$ cat config.mk
export PLATFORM = sky130hd
export DESIGN_NAME = threshold_top_k_hit_selector
export DESIGN_NICKNAME = d
export VERILOG_FILES = /design/src/design/thk_pkg.sv /design/src/design/thk_slot_ram.sv /design/src/design/thk_thresh.sv /design/src/design/thk_ctrl.sv /design/src/design/threshold_top_k_hit_selector.sv
export VERILOG_INCLUDE_DIRS = /design/src /design/src/design
export SDC_FILE = /design/constraint.sdc
export NUM_CORES = 1
export LEC_CHECK = 0
export BUFFER_PORTS_ARGS = -buffer_cell sky130_fd_sc_hd__buf_2
export CAP_MARGIN = 20
export CORE_AREA = 3 3 266 268
export DETAILED_ROUTE_END_ITERATION = 6
export DIE_AREA = 0 0 269 271
export PLACE_DENSITY = 0.74
export SETUP_SLACK_MARGIN = 0.1
export SLEW_MARGIN = 20
export SYNTH_ARGS = -nofsm -noshare
export SYNTH_HDL_FRONTEND = slang
export SYNTH_SLANG_ARGS = --single-unit
$ cat constraint.sdc
create_clock -name clock -period 8.3 [get_ports clock]
set_input_delay 0.415 -clock clock [delete_from_list [all_inputs] [get_ports clock]]
set_output_delay 0.415 -clock clock [all_outputs]
set_load 0.02 [all_outputs]
$ cat src/design/threshold_top_k_hit_selector_defines.svh
// Assertion macros for the threshold top-k hit selector.
`ifndef THRESHOLD_TOP_K_HIT_SELECTOR_DEFINES_SVH
`define THRESHOLD_TOP_K_HIT_SELECTOR_DEFINES_SVH

`ifndef SYNTHESIS
`define THK_ASSERT_NOW(lbl, clk, rst, ante, cons) \
   lbl: assert property (@(posedge clk) disable iff (rst) (ante) |-> (cons)) \
      else $error("%m: check failed");
`define THK_ASSERT_NEXT(lbl, clk, rst, ante, cons) \
   lbl: assert property (@(posedge clk) disable iff (rst) (ante) |=> (cons)) \
      else $error("%m: check failed");
`else
`define THK_ASSERT_NOW(lbl, clk, rst, ante, cons)
`define THK_ASSERT_NEXT(lbl, clk, rst, ante, cons)
`endif

`endif

$ cat src/design/thk_pkg.sv
`default_nettype none
package thk_pkg;

   localparam int HIT_SLOTS = 16;
   localparam int SLOT_W    = $clog2(HIT_SLOTS);
   localparam int CNT_W     = $clog2(HIT_SLOTS + 1);
   localparam int LIMIT_W   = 5;
   localparam int LIM_W     = (CNT_W > LIMIT_W) ? CNT_W : LIMIT_W;
   localparam int FRAC_W    = 17;
   localparam int DATA_W    = 16;
   localparam int CSR_IDX_W = 1;
   localparam int CSR_W     = 17;

   localparam logic [CSR_IDX_W-1:0] CSR_SHOT_FRACTION = 1'd0;
   localparam logic [CSR_IDX_W-1:0] CSR_KEEP_LIMIT    = 1'd1;

   typedef enum logic [2:0] {
      ST_IDLE,
      ST_DECIDE,
      ST_MIN_SCAN,
      ST_REPLACE,
      ST_WRAP,
      ST_SORT_SCAN,
      ST_EMIT
   } state_type;

   typedef struct packed {
      logic [DATA_W-1:0] bin;
      logic [DATA_W-1:0] hits;
   } slot_type;

   typedef struct packed {
      logic              we;
      logic [SLOT_W-1:0] waddr;
      slot_type          wdata;
      logic [SLOT_W-1:0] raddr;
   } ram_req_type;

   typedef struct packed {
      logic              valid;
      logic [DATA_W-1:0] bin;
      logic [DATA_W-1:0] hits;
      logic              unclassified;
      logic              last;
   } push_type;

   typedef struct packed {
      logic             busy;
      logic [CNT_W-1:0] used;
   } status_type;

endpackage
`default_nettype wire

$ cat src/design/thk_slot_ram.sv
`default_nettype none
module thk_slot_ram #(
   parameter int WIDTH = 32,
   parameter int DEPTH = 16,
   parameter int ADDR_W = $clog2(DEPTH)
) (
   input  wire logic              clock,
   input  wire logic              wr_en,
   input  wire logic [ADDR_W-1:0] wr_addr,
   input  wire logic [WIDTH-1:0]  wr_data,
   input  wire logic [ADDR_W-1:0] rd_addr,
   output logic      [WIDTH-1:0]  rd_data
);

   logic [WIDTH-1:0] mem [DEPTH];

   always_ff @(posedge clock) begin
      if (wr_en) begin
         mem[wr_addr] <= wr_data;
      end
      rd_data <= mem[rd_addr];
   end

endmodule
`default_nettype wire

$ cat src/design/thk_thresh.sv
`default_nettype none
module thk_thresh
   import thk_pkg::*;
(
   input  wire logic              clock,
   input  wire logic              load,
   input  wire logic [FRAC_W-1:0] fraction,
   input  wire logic [DATA_W-1:0] total,
   input  wire logic [DATA_W-1:0] hits,
   output logic                   pass
);

   localparam int PROD_W = FRAC_W + DATA_W;
   localparam int THR_W  = PROD_W + 1 - 16;

   logic [PROD_W-1:0] prod_ff;
   logic [DATA_W-1:0] hits_ff;
   logic              total_zero_ff;
   logic [PROD_W:0]   round_sum;
   logic [THR_W-1:0]  thr;

   always_ff @(posedge clock) begin
      if (load) begin
         prod_ff       <= PROD_W'(fraction) * PROD_W'(total);
         hits_ff       <= hits;
         total_zero_ff <= (total == '0);
      end
   end

   // ceil(fraction * total / 2^16)
   assign round_sum = {1'b0, prod_ff} + (PROD_W + 1)'(16'hFFFF);
   assign thr       = round_sum[PROD_W:16];

   assign pass = (hits_ff != '0) && !total_zero_ff &&
                 ((thr == '0) || (THR_W'(hits_ff) >= thr));

endmodule
`default_nettype wire

$ cat src/design/thk_ctrl.sv
`default_nettype none
module thk_ctrl
   import thk_pkg::*;
(
   input  wire logic               clock,
   input  wire logic               reset,
   input  wire logic               req_accept,
   input  wire logic [DATA_W-1:0]  req_bin,
   input  wire logic [DATA_W-1:0]  req_hits,
   input  wire logic               req_last,
   input  wire logic [LIMIT_W-1:0] keep_limit,
   input  wire logic               pass,
   input  wire slot_type           ram_rdata,
   input  wire logic               out_free,
   output ram_req_type             ram_req,
   output push_type                push,
   output status_type              status
);

   state_type state_ff, state_in;

   logic [DATA_W-1:0] bin_ff;
   logic [DATA_W-1:0] hits_ff;
   logic              last_ff;
   logic [CNT_W-1:0]  used_ff;
   logic [CNT_W-1:0]  left_ff;
   logic [CNT_W-1:0]  scan_ff;
   logic              rd_vld_ff;
   logic [SLOT_W-1:0] rd_idx_ff;
   logic              have_ff;
   logic [DATA_W-1:0] best_hits_ff;
   logic [DATA_W-1:0] best_bin_ff;
   logic [SLOT_W-1:0] best_idx_ff;
   logic [HIT_SLOTS-1:0] done_ff;

   logic [LIM_W-1:0] lim;
   logic             full;
   logic             in_scan;
   logic             scan_adv;
   logic             scan_done;
   logic             take_min;
   logic             take_max;
   logic             take;
   logic             append;
   logic             replace;
   logic             emit_end;

   always_comb begin
      if ((keep_limit == '0) || (LIM_W'(keep_limit) > LIM_W'(HIT_SLOTS))) begin
         lim = LIM_W'(HIT_SLOTS);
      end else begin
         lim = LIM_W'(keep_limit);
      end
   end

   assign full      = LIM_W'(used_ff) >= lim;
   assign in_scan   = (state_ff == ST_MIN_SCAN) || (state_ff == ST_SORT_SCAN);
   assign scan_adv  = scan_ff < used_ff;
   assign scan_done = (scan_ff == used_ff) && !rd_vld_ff;
   assign take_min  = (state_ff == ST_MIN_SCAN) && rd_vld_ff &&
                      (!have_ff || (ram_rdata.hits < best_hits_ff));
   assign take_max  = (state_ff == ST_SORT_SCAN) && rd_vld_ff && !done_ff[rd_idx_ff] &&
                      (!have_ff || (ram_rdata.hits > best_hits_ff));
   assign take      = take_min || take_max;
   assign append    = (state_ff == ST_DECIDE) && pass && !full;
   assign replace   = (state_ff == ST_REPLACE) && (hits_ff > best_hits_ff);
   assign emit_end  = (used_ff == '0) || (left_ff == CNT_W'(1));

   always_comb begin
      state_in = state_ff;
      case (state_ff)
         ST_IDLE: begin
            if (req_accept) begin
               state_in = ST_DECIDE;
            end
         end
         ST_DECIDE: begin
            if (pass && full && (used_ff != '0)) begin
               state_in = ST_MIN_SCAN;
            end else begin
               state_in = ST_WRAP;
            end
         end
         ST_MIN_SCAN: begin
            if (scan_done) begin
               state_in = ST_REPLACE;
            end
         end
         ST_REPLACE: begin
            state_in = ST_WRAP;
         end
         ST_WRAP: begin
            if (!last_ff) begin
               state_in = ST_IDLE;
            end else if (used_ff == '0) begin
               state_in = ST_EMIT;
            end else begin
               state_in = ST_SORT_SCAN;
            end
         end
         ST_SORT_SCAN: begin
            if (scan_done) begin
               state_in = ST_EMIT;
            end
         end
         ST_EMIT: begin
            if (out_free) begin
               state_in = emit_end ? ST_IDLE : ST_SORT_SCAN;
            end
         end
         default: begin
            state_in = ST_IDLE;
         end
      endcase
   end

   // Writes happen only in states that do not read, so no forwarding is needed.
   always_comb begin
      ram_req.we    = append || replace;
      ram_req.waddr = append ? used_ff[SLOT_W-1:0] : best_idx_ff;
      ram_req.wdata = '{bin: bin_ff, hits: hits_ff};
      ram_req.raddr = scan_ff[SLOT_W-1:0];
   end

   always_comb begin
      push.valid = (state_ff == ST_EMIT) && out_free;
      if (used_ff == '0) begin
         push.bin          = '0;
         push.hits         = DATA_W'(1);
         push.unclassified = 1'b1;
         push.last         = 1'b1;
      end else begin
         push.bin          = best_bin_ff;
         push.hits         = best_hits_ff;
         push.unclassified = 1'b0;
         push.last         = (left_ff == CNT_W'(1));
      end
   end

   assign status.busy = (state_ff != ST_IDLE);
   assign status.used = used_ff;

   always_ff @(posedge clock) begin
      if (reset) begin
         state_ff  <= ST_IDLE;
         used_ff   <= '0;
         scan_ff   <= '0;
         rd_vld_ff <= 1'b0;
         have_ff   <= 1'b0;
         done_ff   <= '0;
      end else begin
         state_ff <= state_in;

         if (append) begin
            used_ff <= used_ff + CNT_W'(1);
         end else if (push.valid && emit_end) begin
            used_ff <= '0;
         end

         if (in_scan) begin
            scan_ff   <= scan_ff + CNT_W'(scan_adv);
            rd_vld_ff <= scan_adv;
            if (take) begin
               have_ff <= 1'b1;
            end
         end else begin
            scan_ff   <= '0;
            rd_vld_ff <= 1'b0;
            have_ff   <= 1'b0;
         end

         if (state_ff == ST_WRAP) begin
            done_ff <= '0;
         end else if (push.valid) begin
            done_ff[best_idx_ff] <= 1'b1;
         end
      end
   end

   always_ff @(posedge clock) begin
      if (req_accept) begin
         bin_ff  <= req_bin;
         hits_ff <= req_hits;
         last_ff <= req_last;
      end
      rd_idx_ff <= scan_ff[SLOT_W-1:0];
      if (take) begin
         best_hits_ff <= ram_rdata.hits;
         best_bin_ff  <= ram_rdata.bin;
         best_idx_ff  <= rd_idx_ff;
      end
      if (state_ff == ST_WRAP) begin
         left_ff <= used_ff;
      end else if (push.valid) begin
         left_ff <= left_ff - CNT_W'(1);
      end
   end

endmodule
`default_nettype wire

$ cat src/design/threshold_top_k_hit_selector.sv
// Flow: a bin that is stored or dropped passes ST_DECIDE and ST_WRAP; a passing bin offered
// to a full store also passes ST_MIN_SCAN, a scan of the n slots in use, and ST_REPLACE.
// Readout after the last bin: one RAM pass per result (ST_SORT_SCAN, then ST_EMIT), none if
// the read is unclassified. One request is in flight at a time; the result register
// lets the next request enter while the final result waits to be taken.
// Reset clears control, slot count, CSRs and rsp_valid; slot RAM and data stay undefined.
`default_nettype none
`include "threshold_top_k_hit_selector_defines.svh"
module threshold_top_k_hit_selector
   import thk_pkg::*;
(
   input  wire logic                 clock,
   input  wire logic                 reset,
   input  wire logic                 csr_write,
   input  wire logic [CSR_IDX_W-1:0] csr_index,
   input  wire logic [CSR_W-1:0]     csr_wdata,
   input  wire logic                 req_valid,
   output logic                      req_stall,
   input  wire logic [DATA_W-1:0]    req_bin_index,
   input  wire logic [DATA_W-1:0]    req_bin_hits,
   input  wire logic [DATA_W-1:0]    req_hash_total,
   input  wire logic                 req_last_bin,
   output logic                      rsp_valid,
   input  wire logic                 rsp_stall,
   output logic [DATA_W-1:0]         rsp_out_bin,
   output logic [DATA_W-1:0]         rsp_out_hits,
   output logic                      rsp_unclassified,
   output logic                      rsp_last_result
);

   logic [FRAC_W-1:0]  shot_fraction_ff;
   logic [LIMIT_W-1:0] keep_limit_ff;
   logic               rsp_valid_ff;
   push_type           rsp_ff;

   logic               req_accept;
   logic               out_free;
   logic               pass;
   logic [$bits(slot_type)-1:0] ram_rdata;
   ram_req_type        ram_req;
   push_type           ctrl_push;
   status_type         ctrl_status;
   logic               uncl_form_ok;

   assign req_stall  = ctrl_status.busy;
   assign req_accept = req_valid && !req_stall;
   assign out_free   = !rsp_valid_ff || !rsp_stall;

   always_ff @(posedge clock) begin
      if (reset) begin
         shot_fraction_ff <= '0;
         keep_limit_ff    <= '0;
      end else if (csr_write) begin
         case (csr_index)
            CSR_SHOT_FRACTION: shot_fraction_ff <= csr_wdata[FRAC_W-1:0];
            CSR_KEEP_LIMIT:    keep_limit_ff    <= csr_wdata[LIMIT_W-1:0];
            default: begin
            end
         endcase
      end
   end

   thk_thresh u_thresh (
      .clock    (clock),
      .load     (req_accept),
      .fraction (shot_fraction_ff),
      .total    (req_hash_total),
      .hits     (req_bin_hits),
      .pass     (pass)
   );

   thk_slot_ram #(
      .WIDTH ($bits(slot_type)),
      .DEPTH (HIT_SLOTS)
   ) u_slot_ram (
      .clock   (clock),
      .wr_en   (ram_req.we),
      .wr_addr (ram_req.waddr),
      .wr_data (ram_req.wdata),
      .rd_addr (ram_req.raddr),
      .rd_data (ram_rdata)
   );

   thk_ctrl u_ctrl (
      .clock      (clock),
      .reset      (reset),
      .req_accept (req_accept),
      .req_bin    (req_bin_index),
      .req_hits   (req_bin_hits),
      .req_last   (req_last_bin),
      .keep_limit (keep_limit_ff),
      .pass       (pass),
      .ram_rdata  (slot_type'(ram_rdata)),
      .out_free   (out_free),
      .ram_req    (ram_req),
      .push       (ctrl_push),
      .status     (ctrl_status)
   );

   always_ff @(posedge clock) begin
      if (reset) begin
         rsp_valid_ff <= 1'b0;
      end else if (ctrl_push.valid) begin
         rsp_valid_ff <= 1'b1;
      end else if (!rsp_stall) begin
         rsp_valid_ff <= 1'b0;
      end
   end

   always_ff @(posedge clock) begin
      if (ctrl_push.valid) begin
         rsp_ff <= ctrl_push;
      end
   end

   assign rsp_valid        = rsp_valid_ff;
   assign rsp_out_bin      = rsp_ff.bin;
   assign rsp_out_hits     = rsp_ff.hits;
   assign rsp_unclassified = rsp_ff.unclassified;
   assign rsp_last_result  = rsp_ff.last;

   assign uncl_form_ok = rsp_last_result && (rsp_out_hits == DATA_W'(1)) &&
                         (rsp_out_bin == '0);

   `THK_ASSERT_NEXT(a_busy_after_req, clock, reset, req_accept, req_stall)
   `THK_ASSERT_NOW(a_push_needs_room, clock, reset, ctrl_push.valid, out_free)
   `THK_ASSERT_NOW(a_used_bound, clock, reset, 1'b1, ctrl_status.used <= CNT_W'(HIT_SLOTS))
   `THK_ASSERT_NOW(a_unclass_form, clock, reset, rsp_valid && rsp_unclassified, uncl_form_ok)

endmodule
`default_nettype wire
==> summary.md, run 1 <==
| Metric | Value |
|---|---|
| Antenna-violating nets left | 0 |
| Skew-Pair Late Insertion Delay | 0.63 ns |
| GR Overflow Total | 0 |
| Reg-to-reg endpoint | u_thresh.prod_ff[30] |
| GP Congestion | 0.885 |
| CTS root buf | clkbuf_16 |
| Gate Count Post-Synth | 2520 |
| Setup-failing EPs final | 0 |
| Largest net degree at the start of global routing | 115 |
| Peak Freq | 142 MHz |
| PostCTS Resize Cnt | 0 |
| EDFF count, synth | 654 |
| Die Wd | 269 um |
| Fill cell count | 4928 |
| Core Region | 0.0686 mm^2 |
| CP Cell Sequence | nand2_1 > fa_1 > fa_1 > fa_1 > inv_1 > fa_1 > fa_1 > inv_1 > fa_1 > inv_1 > ha_1 > a211o_1 > a21oi_1 > o211ai_1 > o21ai_0 > o21ai_0 > o21a_1 > a211o_1 > a21oi_1 > xnor2_1 |
| Initial antenna violation count | 3 |
| Power per Cell Area | 203 mW/mm^2 |
| Post-synth top area share | 52.2% |
| Synth Net Count | 2970 |
| Synthesis Warnings | 0 |
| Setup crit end kind | register |
| Area of the multi-input gates | 0.0150 mm^2 |
| DP HPWL | 51800 um |
| Worst-margin pin slew | 1.12 ns |
| Crit-path max FO | 17 |
| # DRC | 0 |
| Hold Fails Final Rpt | 0 |
| Crit path max-delay cell type | dfxtp_1 |
| Non-filler cells, final | 3663 |
| Vias | 21685 |
| Initial core utilization | 54.9% |
| Count leader, synth | edfxtp_1 |
| Distinct cells, synth | 64 |
| Clock-pin transition on the worst setup and hold timing paths | 0.06 ns |
| FF-to-FF path depth | 20 |
| Max cap viols | 0 |
| CP Class | register to register |
| Final Cycle Share | 84.7% |
| Met2 usage | 40.4% |
| Post-synthesis average cell area | 14.9 um^2 |
| Crit start category | register |
| Arr. time, crit path | 7.39 ns |
| Total GRT Usage | 24.7% |
| Setup TNS | 0 ns |
| Min-Delay Startpoint | csr_wdata[5] |
| Fin nets | 3119 |
| Hold path cells | 3 |
| RSZ-0062 raised after global routing | no |
| Reg2reg start | shot_fraction_ff[11] |
| # port buffers | 107 |
| Flop-to-flop setup slack | 1.27 ns |
| Hold endpoint | shot_fraction_ff[5] |
| Die ar. | 0.0729 mm^2 |
| H-tree levels | 3 |
| Yosys top cell by area | edfxtp_1 |
| Tmin final | 7.03 ns |
| Drt wl/cell | 23.9 um |
| CP max stage delay | 0.80 ns |
| Iter 0 DRT Violations | 2127 |
| Busiest metal layer after global routing | met2 |
| Inst Count DP | 3492 |
| Avg Vias per Cell | 5.92 |
| Floorplan row count | 96 |
| First-pass DRT Iterations | 5 |
| Clock tree buffer depth | 3 |
| Worst endpoint required time | 8.66 ns |
| Fraction of layout cells with a size suffix above 1 | 16.8% |
| Final wirelength | 87400 um |
| Slew Viols, Final | 0 |
| Clock sinks | 744 |
| Cell mode on critical path | fa_1 |
| CTS tree | built |
| Seq cells post-synth | 744 |
| Worst slew margin | 25.3% |
| Top_reg_cell synth | edfxtp_1 |
| # IOs | 108 |
| Met1 Use GR | 34.2% |
| Asr flop ratio synth | 0% |
| First-pass GRT wire length | 135000 um |
| Register area share after synthesis | 57.0% |
| Clock buffer count from CTS | 75 |
| Met3 usage | 3.90% |
| Layout area overhead | 12.3% |
| Number of global-route vias before repair | 22579 |
| Clock Skew | 0.0350 ns |
| Reg area | 0.0215 mm^2 |
| Post-CTS Setup Inserts | 0 |
| Largest cells by area after synthesis | edfxtp_1 52%, fa_1 11%, mux4_2 9.9%, ha_1 5.7%, dfxtp_1 4.8% |
| Peak VDD IR | 0.167 mV |
| Outcome | completed |
| Tightest Hold Check Type | input pin to register |
| Height of the die | 271 um |
| Post-synth top cells | 654 x edfxtp_1, 285 x inv_1, 229 x nand2_1 |
| Static Leak | 15.7 nW |
| ANT cells | 0 |
| Post-Syn Area | 0.0376 mm^2 |
## per-layer routing
metal | wire length [um] | up-vias
met5 | 25 | -
met4 | 2630 | 4
met3 | 6450 | 182
met2 | 43500 | 983
met1 | 34900 | 11196
li1 | - | 9320
## registers in the layout (all words and copies together), names as in the netlist, 4 cells and up
| register | cells |
|---|---|
| u_thresh.prod_ff | 33 |
| rsp_out_bin | 16 |
| u_ctrl.bin_ff | 16 |
| shot_fraction_ff | 17 |
| u_slot_ram.mem | 512 |
| u_ctrl.rd_idx_ff | 4 |
| keep_limit_ff | 5 |
| rsp_out_hits | 16 |
| u_ctrl.scan_ff | 5 |
| u_ctrl.done_ff | 16 |
| u_ctrl.hits_ff | 16 |
| u_ctrl.best_bin_ff | 16 |
| u_ctrl.best_hits_ff | 16 |
| u_ctrl.best_idx_ff | 4 |
| u_slot_ram.rd_data | 32 |
| u_ctrl.used_ff | 5 |
| u_ctrl.left_ff | 5 |
## worst max-delay path: cells and delay by family (launching register included)
family / cells / cell delay, ns
and+or+nand+nor: 1 / 0.18
AOI/OAI and AO/OA: 8 / 2.19
DFF: 1 / 0.80
adders and majority gates: 7 / 3.39
buffers and inverters: 3 / 0.15
xor gates and xnor gates: 1 / 0.07
## kinds of logic after synthesis
| logic type | count (synthesis) | synth area share [%] |
|---|---|---|
| compound gates | 212 | 3.53 |
| xor+xnor | 49 | 1.16 |
| fa+ha+maj | 378 | 16.7 |
| buf+inv | 380 | 3.81 |
| flops | 744 | 57.0 |
| mux | 168 | 9.96 |
| simple gates | 589 | 7.82 |
## cells in the final DEF, fill, tap and decap left out, types with 23 or more instances in the layout
| master | instances |
|---|---|
| edfxtp_1 | 654 |
| inv_1 | 284 |
| nand2_1 | 229 |
| fa_1 | 208 |
| ha_1 | 170 |
| mux4_2 | 165 |
| and2_1 | 130 |
| buf_2 | 107 |
| dfxtp_1 | 86 |
| a21oi_1 | 85 |
| nor2_1 | 80 |
| clkbuf_16 | 76 |
| nor2b_1 | 34 |
| dlygate4sd3_1 | 31 |
| xnor2_1 | 29 |
| o21ai_0 | 27 |
| buf_4 | 27 |
| nand3_1 | 23 |
| a21o_1 | 23 |
## worst max-delay path by stage
stage	from	to	depth (start not counted)
3_5_place_dp	shot_fraction_ff[12]	u_thresh.prod_ff[30]	20
4_1_cts	shot_fraction_ff[11]	u_thresh.prod_ff[30]	20
5_1_grt	shot_fraction_ff[12]	u_thresh.prod_ff[30]	20
6_report	shot_fraction_ff[11]	u_thresh.prod_ff[30]	20
2_1_floorplan	req_hash_total[7]	u_thresh.prod_ff[30]	24
3_3_place_gp	req_hash_total[1]	u_thresh.prod_ff[30]	21
## through the flow
stage	utilization, %	power (mW)	cell area (um^2)	hold slack (ns)	setup WS (ns)
2_1_floorplan	-	5.01	37600	0.354	2.01
3_3_place_gp	57.5	5.26	39400	0.390	1.53
3_5_place_dp	57.5	5.30	39500	0.389	1.35
4_1_cts	61.6	8.63	42200	0.00232	1.32
5_1_grt	61.6	8.90	42200	0.0132	0.978
6_report	61.6	8.56	42200	0.0387	1.27
## report_power, final
| part | total [mW] | switching [mW] | leakage (nW) | internal (mW) |
|---|---|---|---|---|
| clock | 3.32 | 1.46 | 1.20 | 1.86 |
| combinational | 0.893 | 0.525 | 7.83 | 0.368 |
| sequential | 4.35 | 0.143 | 6.65 | 4.21 |
## what timing repair did
item	CTS	global route
hold endpoints to repair	31	0
hold buffers	31	0
setup endpoints to repair	0	0
## cell type report
class                   count  area share, %
clock buffers             103           4.96
clock inverters            37          0.862
inverters                 285           2.53
multi-input cells        1396           35.5
flip-flops and latches    744           50.8
well taps                 931           2.76
repair buffers            167           2.60
Note: power is estimated with default switching activity, not from simulation.
==> inputs of run 2 (changes only) <==
- ABC_AREA: default -> 1
- CORE_AREA: 3 3 266 268 -> 3 3 271 273
- DIE_AREA: 0 0 269 271 -> 0 0 274 276
- PLACE_DENSITY: 0.74 -> 0.77
- clock period: 8.3 -> 6.25 ns (I/O delays scaled with it)
==> run 2 against run 1 <==
  * Final cell count is 28% higher
  * Area after synthesis increased by 3.7%
  * Non-clock buffer count is 48 higher
  * Wire length grew 6.1%
  * Die area increased by 3.7%
  * Utilization shrank 0.35 points
  * Flip-flop and latch count stayed put
  * Clock-buffer cell count fell by 10
  * Largest power group unchanged
  * Highest routed layer is now met4
==> summary.md, run 2 <==
| Metric | Value |
|---|---|
| Sequential Power Share | 46.2% (-4.6 points) |
| RSZ-0062 raised after global routing | no |
| First-pass GRT wire length | 145000 um (+7.6%) |
| ANT cells | 0 (unchanged) |
| Crit path max-delay cell type | dfxtp_1 |
| Post-Place Setup Slack | 0.208 ns (-1.14 ns) |
| Arr. time, crit path | 6.26 ns (-1.13 ns) |
| Top_reg_cell synth | edfxtp_1 |
| Distinct cells, synth | 50 (-22%) |
| Static Leak | 17.9 nW (+14%) |
| Worst-margin pin slew | 1.03 ns (-0.0882 ns) |
| Initial antenna violation count | 0 (-3) |
| Post-synth top area share | 50.3% (-1.9 points) |
| Clock buffer count from CTS | 75 (unchanged) |
| Synthesis Warnings | 0 (unchanged) |
| Asr flop ratio synth | 0% (unchanged) |
| Reg-to-reg endpoint | u_thresh.prod_ff[27] |
| Gate Count Post-Synth | 3564 (+41%) |
| Synth Net Count | 4014 (+35%) |
| Final wirelength | 92800 um (+6.1%) |
| Largest cells by area after synthesis | edfxtp_1 50%, fa_1 11%, ha_1 5.5%, inv_1 5.1%, nand2_1 5.0% |
| # DRC | 0 (unchanged) |
| Most common cell after layout, fill and taps aside | edfxtp_1 |
| Post-synth top cells | 654 x edfxtp_1, 534 x inv_1, 523 x nand2_1 |
| CP Class | register to register |
| Yosys top cell by area | edfxtp_1 |
| EDFF count, synth | 654 (unchanged) |
| # IOs | 108 (unchanged) |
| CP max stage delay | 0.60 ns (-0.20 ns) |
| Fin nets | 4131 (+32%) |
| Outcome | completed |
| Iter 0 DRT Violations | 2647 (+24%) |
| Min-Delay Startpoint | reset |
| Final Cycle Share | 94.1% (+9.5 points) |
| Avg Vias per Cell | 5.74 (-3.1%) |
| Post-Syn Area | 0.0390 mm^2 (+3.7%) |
| Max cap viols | 0 (unchanged) |
| Die ar. | 0.0756 mm^2 (+3.7%) |
| Count leader, synth | edfxtp_1 |
| Flop-to-flop setup slack | 0.37 ns (-0.91 ns) |
| H-tree levels | 3 (unchanged) |
| Register area share after synthesis | 54.9% (-2.1 points) |
| Clock Power Share | 34.3% (-4.4 points) |
| Hold path cells | 2 (-1) |
| Skew-Pair Late Insertion Delay | 0.64 ns (about the same) |
| GR Overflow Total | 0 (unchanged) |
| Tmin final | 5.88 ns (-1.14 ns) |
| Layout area overhead | 12.0% |
| CP Cell Sequence | nand2_1 > fa_1 > fa_1 > fa_1 > inv_1 > fa_1 > fa_1 > inv_1 > fa_1 > inv_1 > ha_1 > a21oi_1 > o21ai_0 > a21oi_1 > o21ai_0 > a21boi_0 > o21ai_0 > xor2_1 |
| Hold endpoint | u_ctrl.used_ff[2] |
| Setup-failing EPs final | 0 (unchanged) |
| # port buffers | 107 (unchanged) |
| Worst endpoint required time | 6.63 ns (-2.03 ns) |
| Crit-path max FO | 9 (-8) |
| Floorplan row count | 98 (+2.1%) |
| CTS tree | built |
| Hold Fails Final Rpt | 0 (unchanged) |
| Slew Viols, Final | 0 (unchanged) |
| DP HPWL | 57400 um (+11%) |
| Most frequent cells in the layout | 654 x edfxtp_1, 534 x inv_1, 522 x nand2_1 |
| Seq cells post-synth | 744 (unchanged) |
| Largest net degree at the start of global routing | 164 (+43%) |
| Combinational power share | 19.6% (+9.2 points) |
| Psw | 3.85 mW (+81%) |
| Total GRT Usage | 24.5% (-0.18 points) |
| Power per Cell Area | 302 mW/mm^2 (+49%) |
| Drt wl/cell | 19.8 um (-17%) |
| Reg2reg start | shot_fraction_ff[13] |
| Vias | 26909 (+24%) |
| Cell mode on critical path | fa_1 |
| Layout Utilization | 61.2% (-0.35 points) |
| Antenna-violating nets left | 0 (unchanged) |
| Clock Skew | 0.0510 ns (+0.0160 ns) |
| Clock-pin transition on the worst setup and hold timing paths | 0.06 ns (about the same) |
| Setup crit end kind | register |
| FF-to-FF path depth | 18 (-10%) |
| Clock sinks | 744 (unchanged) |
| Core Region | 0.0714 mm^2 (+4.0%) |
| Internal | 9.33 mW (+45%) |
| Max FFs per register | 512 (unchanged) |
| Die Wd | 274 um (+1.9%) |
| Final setup margin | 0.366 ns (-0.907 ns) |
| Peak Freq | 170 MHz (+19%) |
| Peak VDD IR | 0.197 mV (+18%) |
| CTS root buf | clkbuf_16 |
| Biggest registers after layout | u_slot_ram.mem: 512 flops, u_thresh.prod_ff: 33 flops, u_slot_ram.rd_data: 32 flops |
| Worst slew margin | 31.2% (+5.9 points) |
| Fraction of layout cells with a size suffix above 1 | 9.12% (-7.7 points) |
| First-pass DRT Iterations | 5 (unchanged) |
| Post-synthesis average cell area | 10.9 um^2 (-27%) |
| Height of the die | 276 um (+1.8%) |
| Clock tree buffer depth | 3 (unchanged) |
| Crit start category | register |
| Initial core utilization | 54.7% (-0.17 points) |
| Tightest Hold Check Type | input pin to register |
| Switching share of power | 29.2% (+4.4 points) |
| Largest Register | u_slot_ram.mem |
| Number of global-route vias before repair | 26390 (+17%) |
| GP Congestion | 0.881 (-0.41%) |
| Setup TNS | 0 ns (unchanged) |
run 2: cell count changes in the layout (fill, tap and decap cells not counted), moves of 27 or more:
cell      previous run  this run
o221ai_1             1        55
mux4_2             165         0
o21ai_0             27       189
nand4_1             13        40
inv_1              284       534
nor2b_1             34         0
buf_4               27        56
mux2i_1              2        54
nor2_1              80       439
nand3_1             23        97
nand2_1            229       522
o32ai_1              0        74
and2_1             130         2
run 2: cell type report:
type / count / area [um^2]
Clock buffer: 93 / 1960
Inverter: 542 / 2040
Sequential cell: 744 / 21500
Timing Repair Buffer: 215 / 1500
Multi-Input combinational cell: 2103 / 15000
Clock inverter: 43 / 520
Fill cell: 5416 / 27700
Tap cell: 950 / 1190
run 2: how the worst max path moves through the flow:
stage                                     from              endpoint  slack [ns]  depth (start not counted)
after floorplan              req_hash_total[1]  u_thresh.prod_ff[26]        0.31                         21
after global placement       req_hash_total[4]  u_thresh.prod_ff[26]        0.30                         22
after detailed placement     req_hash_total[4]  u_thresh.prod_ff[26]        0.21                         22
after CTS                  shot_fraction_ff[6]  u_thresh.prod_ff[26]        0.26                         21
after global routing       shot_fraction_ff[8]  u_thresh.prod_ff[26]        0.10                         22
final                     shot_fraction_ff[13]  u_thresh.prod_ff[27]        0.37                         18
run 2: routing by layer:
metal	part of all wire (%)	track usage [%]	routed length (um)	vias to the layer above
met5	0	0	0	-
met4	3.5	9.50	3280	0
met3	9.1	4.11	8480	241
met2	48	39.3	44300	1331
met1	40	33.8	36700	13162
li1	-	-	-	12175
run 2: timing repair:
action                                  in CTS  in global routing
hold endpoints to repair                    53                  0
gates resized for setup                      0                 10
buffers inserted                             0                  0
hold buffers                                50                  0
endpoints found under the setup margin       0                  8
run 2: logic make-up after synthesis:
group / Yosys count / synth area share [%]
muxes: 54 / 1.39
xor gates and xnor gates: 40 / 0.898
DFF: 744 / 54.9
and+or+nand+nor: 1182 / 12.4
adders and majority gates: 378 / 16.1
buffers and inverters: 717 / 6.95
AOI/OAI and AO/OA: 449 / 7.26
run 2: per-stage QoR:
| step | instance area [um^2] | power (mW) | cells | hold WS [ns] |
|---|---|---|---|---|
| 2_1_floorplan | 39000 | 7.98 | 3564 | 0.367 |
| 3_3_place_gp | 40700 | 8.63 | 4504 | 0.387 |
| 3_5_place_dp | 40700 | 8.70 | 4504 | 0.390 |
| 4_1_cts | 43700 | 13.2 | 4690 | 0.0406 |
| 5_1_grt | 43700 | 13.8 | 4690 | 0.0591 |
| 6_report | 43700 | 13.2 | 4690 | 0.0609 |
run 2: power by group through the flow:
| stage | logic [mW] | clock network [mW] | registers, mW |
|---|---|---|---|
| final | 2.58 | 4.52 | 6.08 |
| after global routing | 2.96 | 4.77 | 6.11 |
| after CTS | 2.58 | 4.56 | 6.07 |
| after detailed placement | 2.53 | 0 | 6.17 |
| after global placement | 2.47 | 0 | 6.16 |
| after floorplan | 1.92 | 0 | 6.06 |
run 2: worst max-delay path: cells and delay by family, from the launching register on:
family                   cells  cell delay [ns]
AO/OA/AOI/OAI                6             1.16
adder cells (fa/ha/maj)      7             3.39
XOR/XNOR                     1             0.16
flip-flops                   1             0.60
AND/OR/NAND/NOR              1             0.16
buffers and inverters        3             0.16
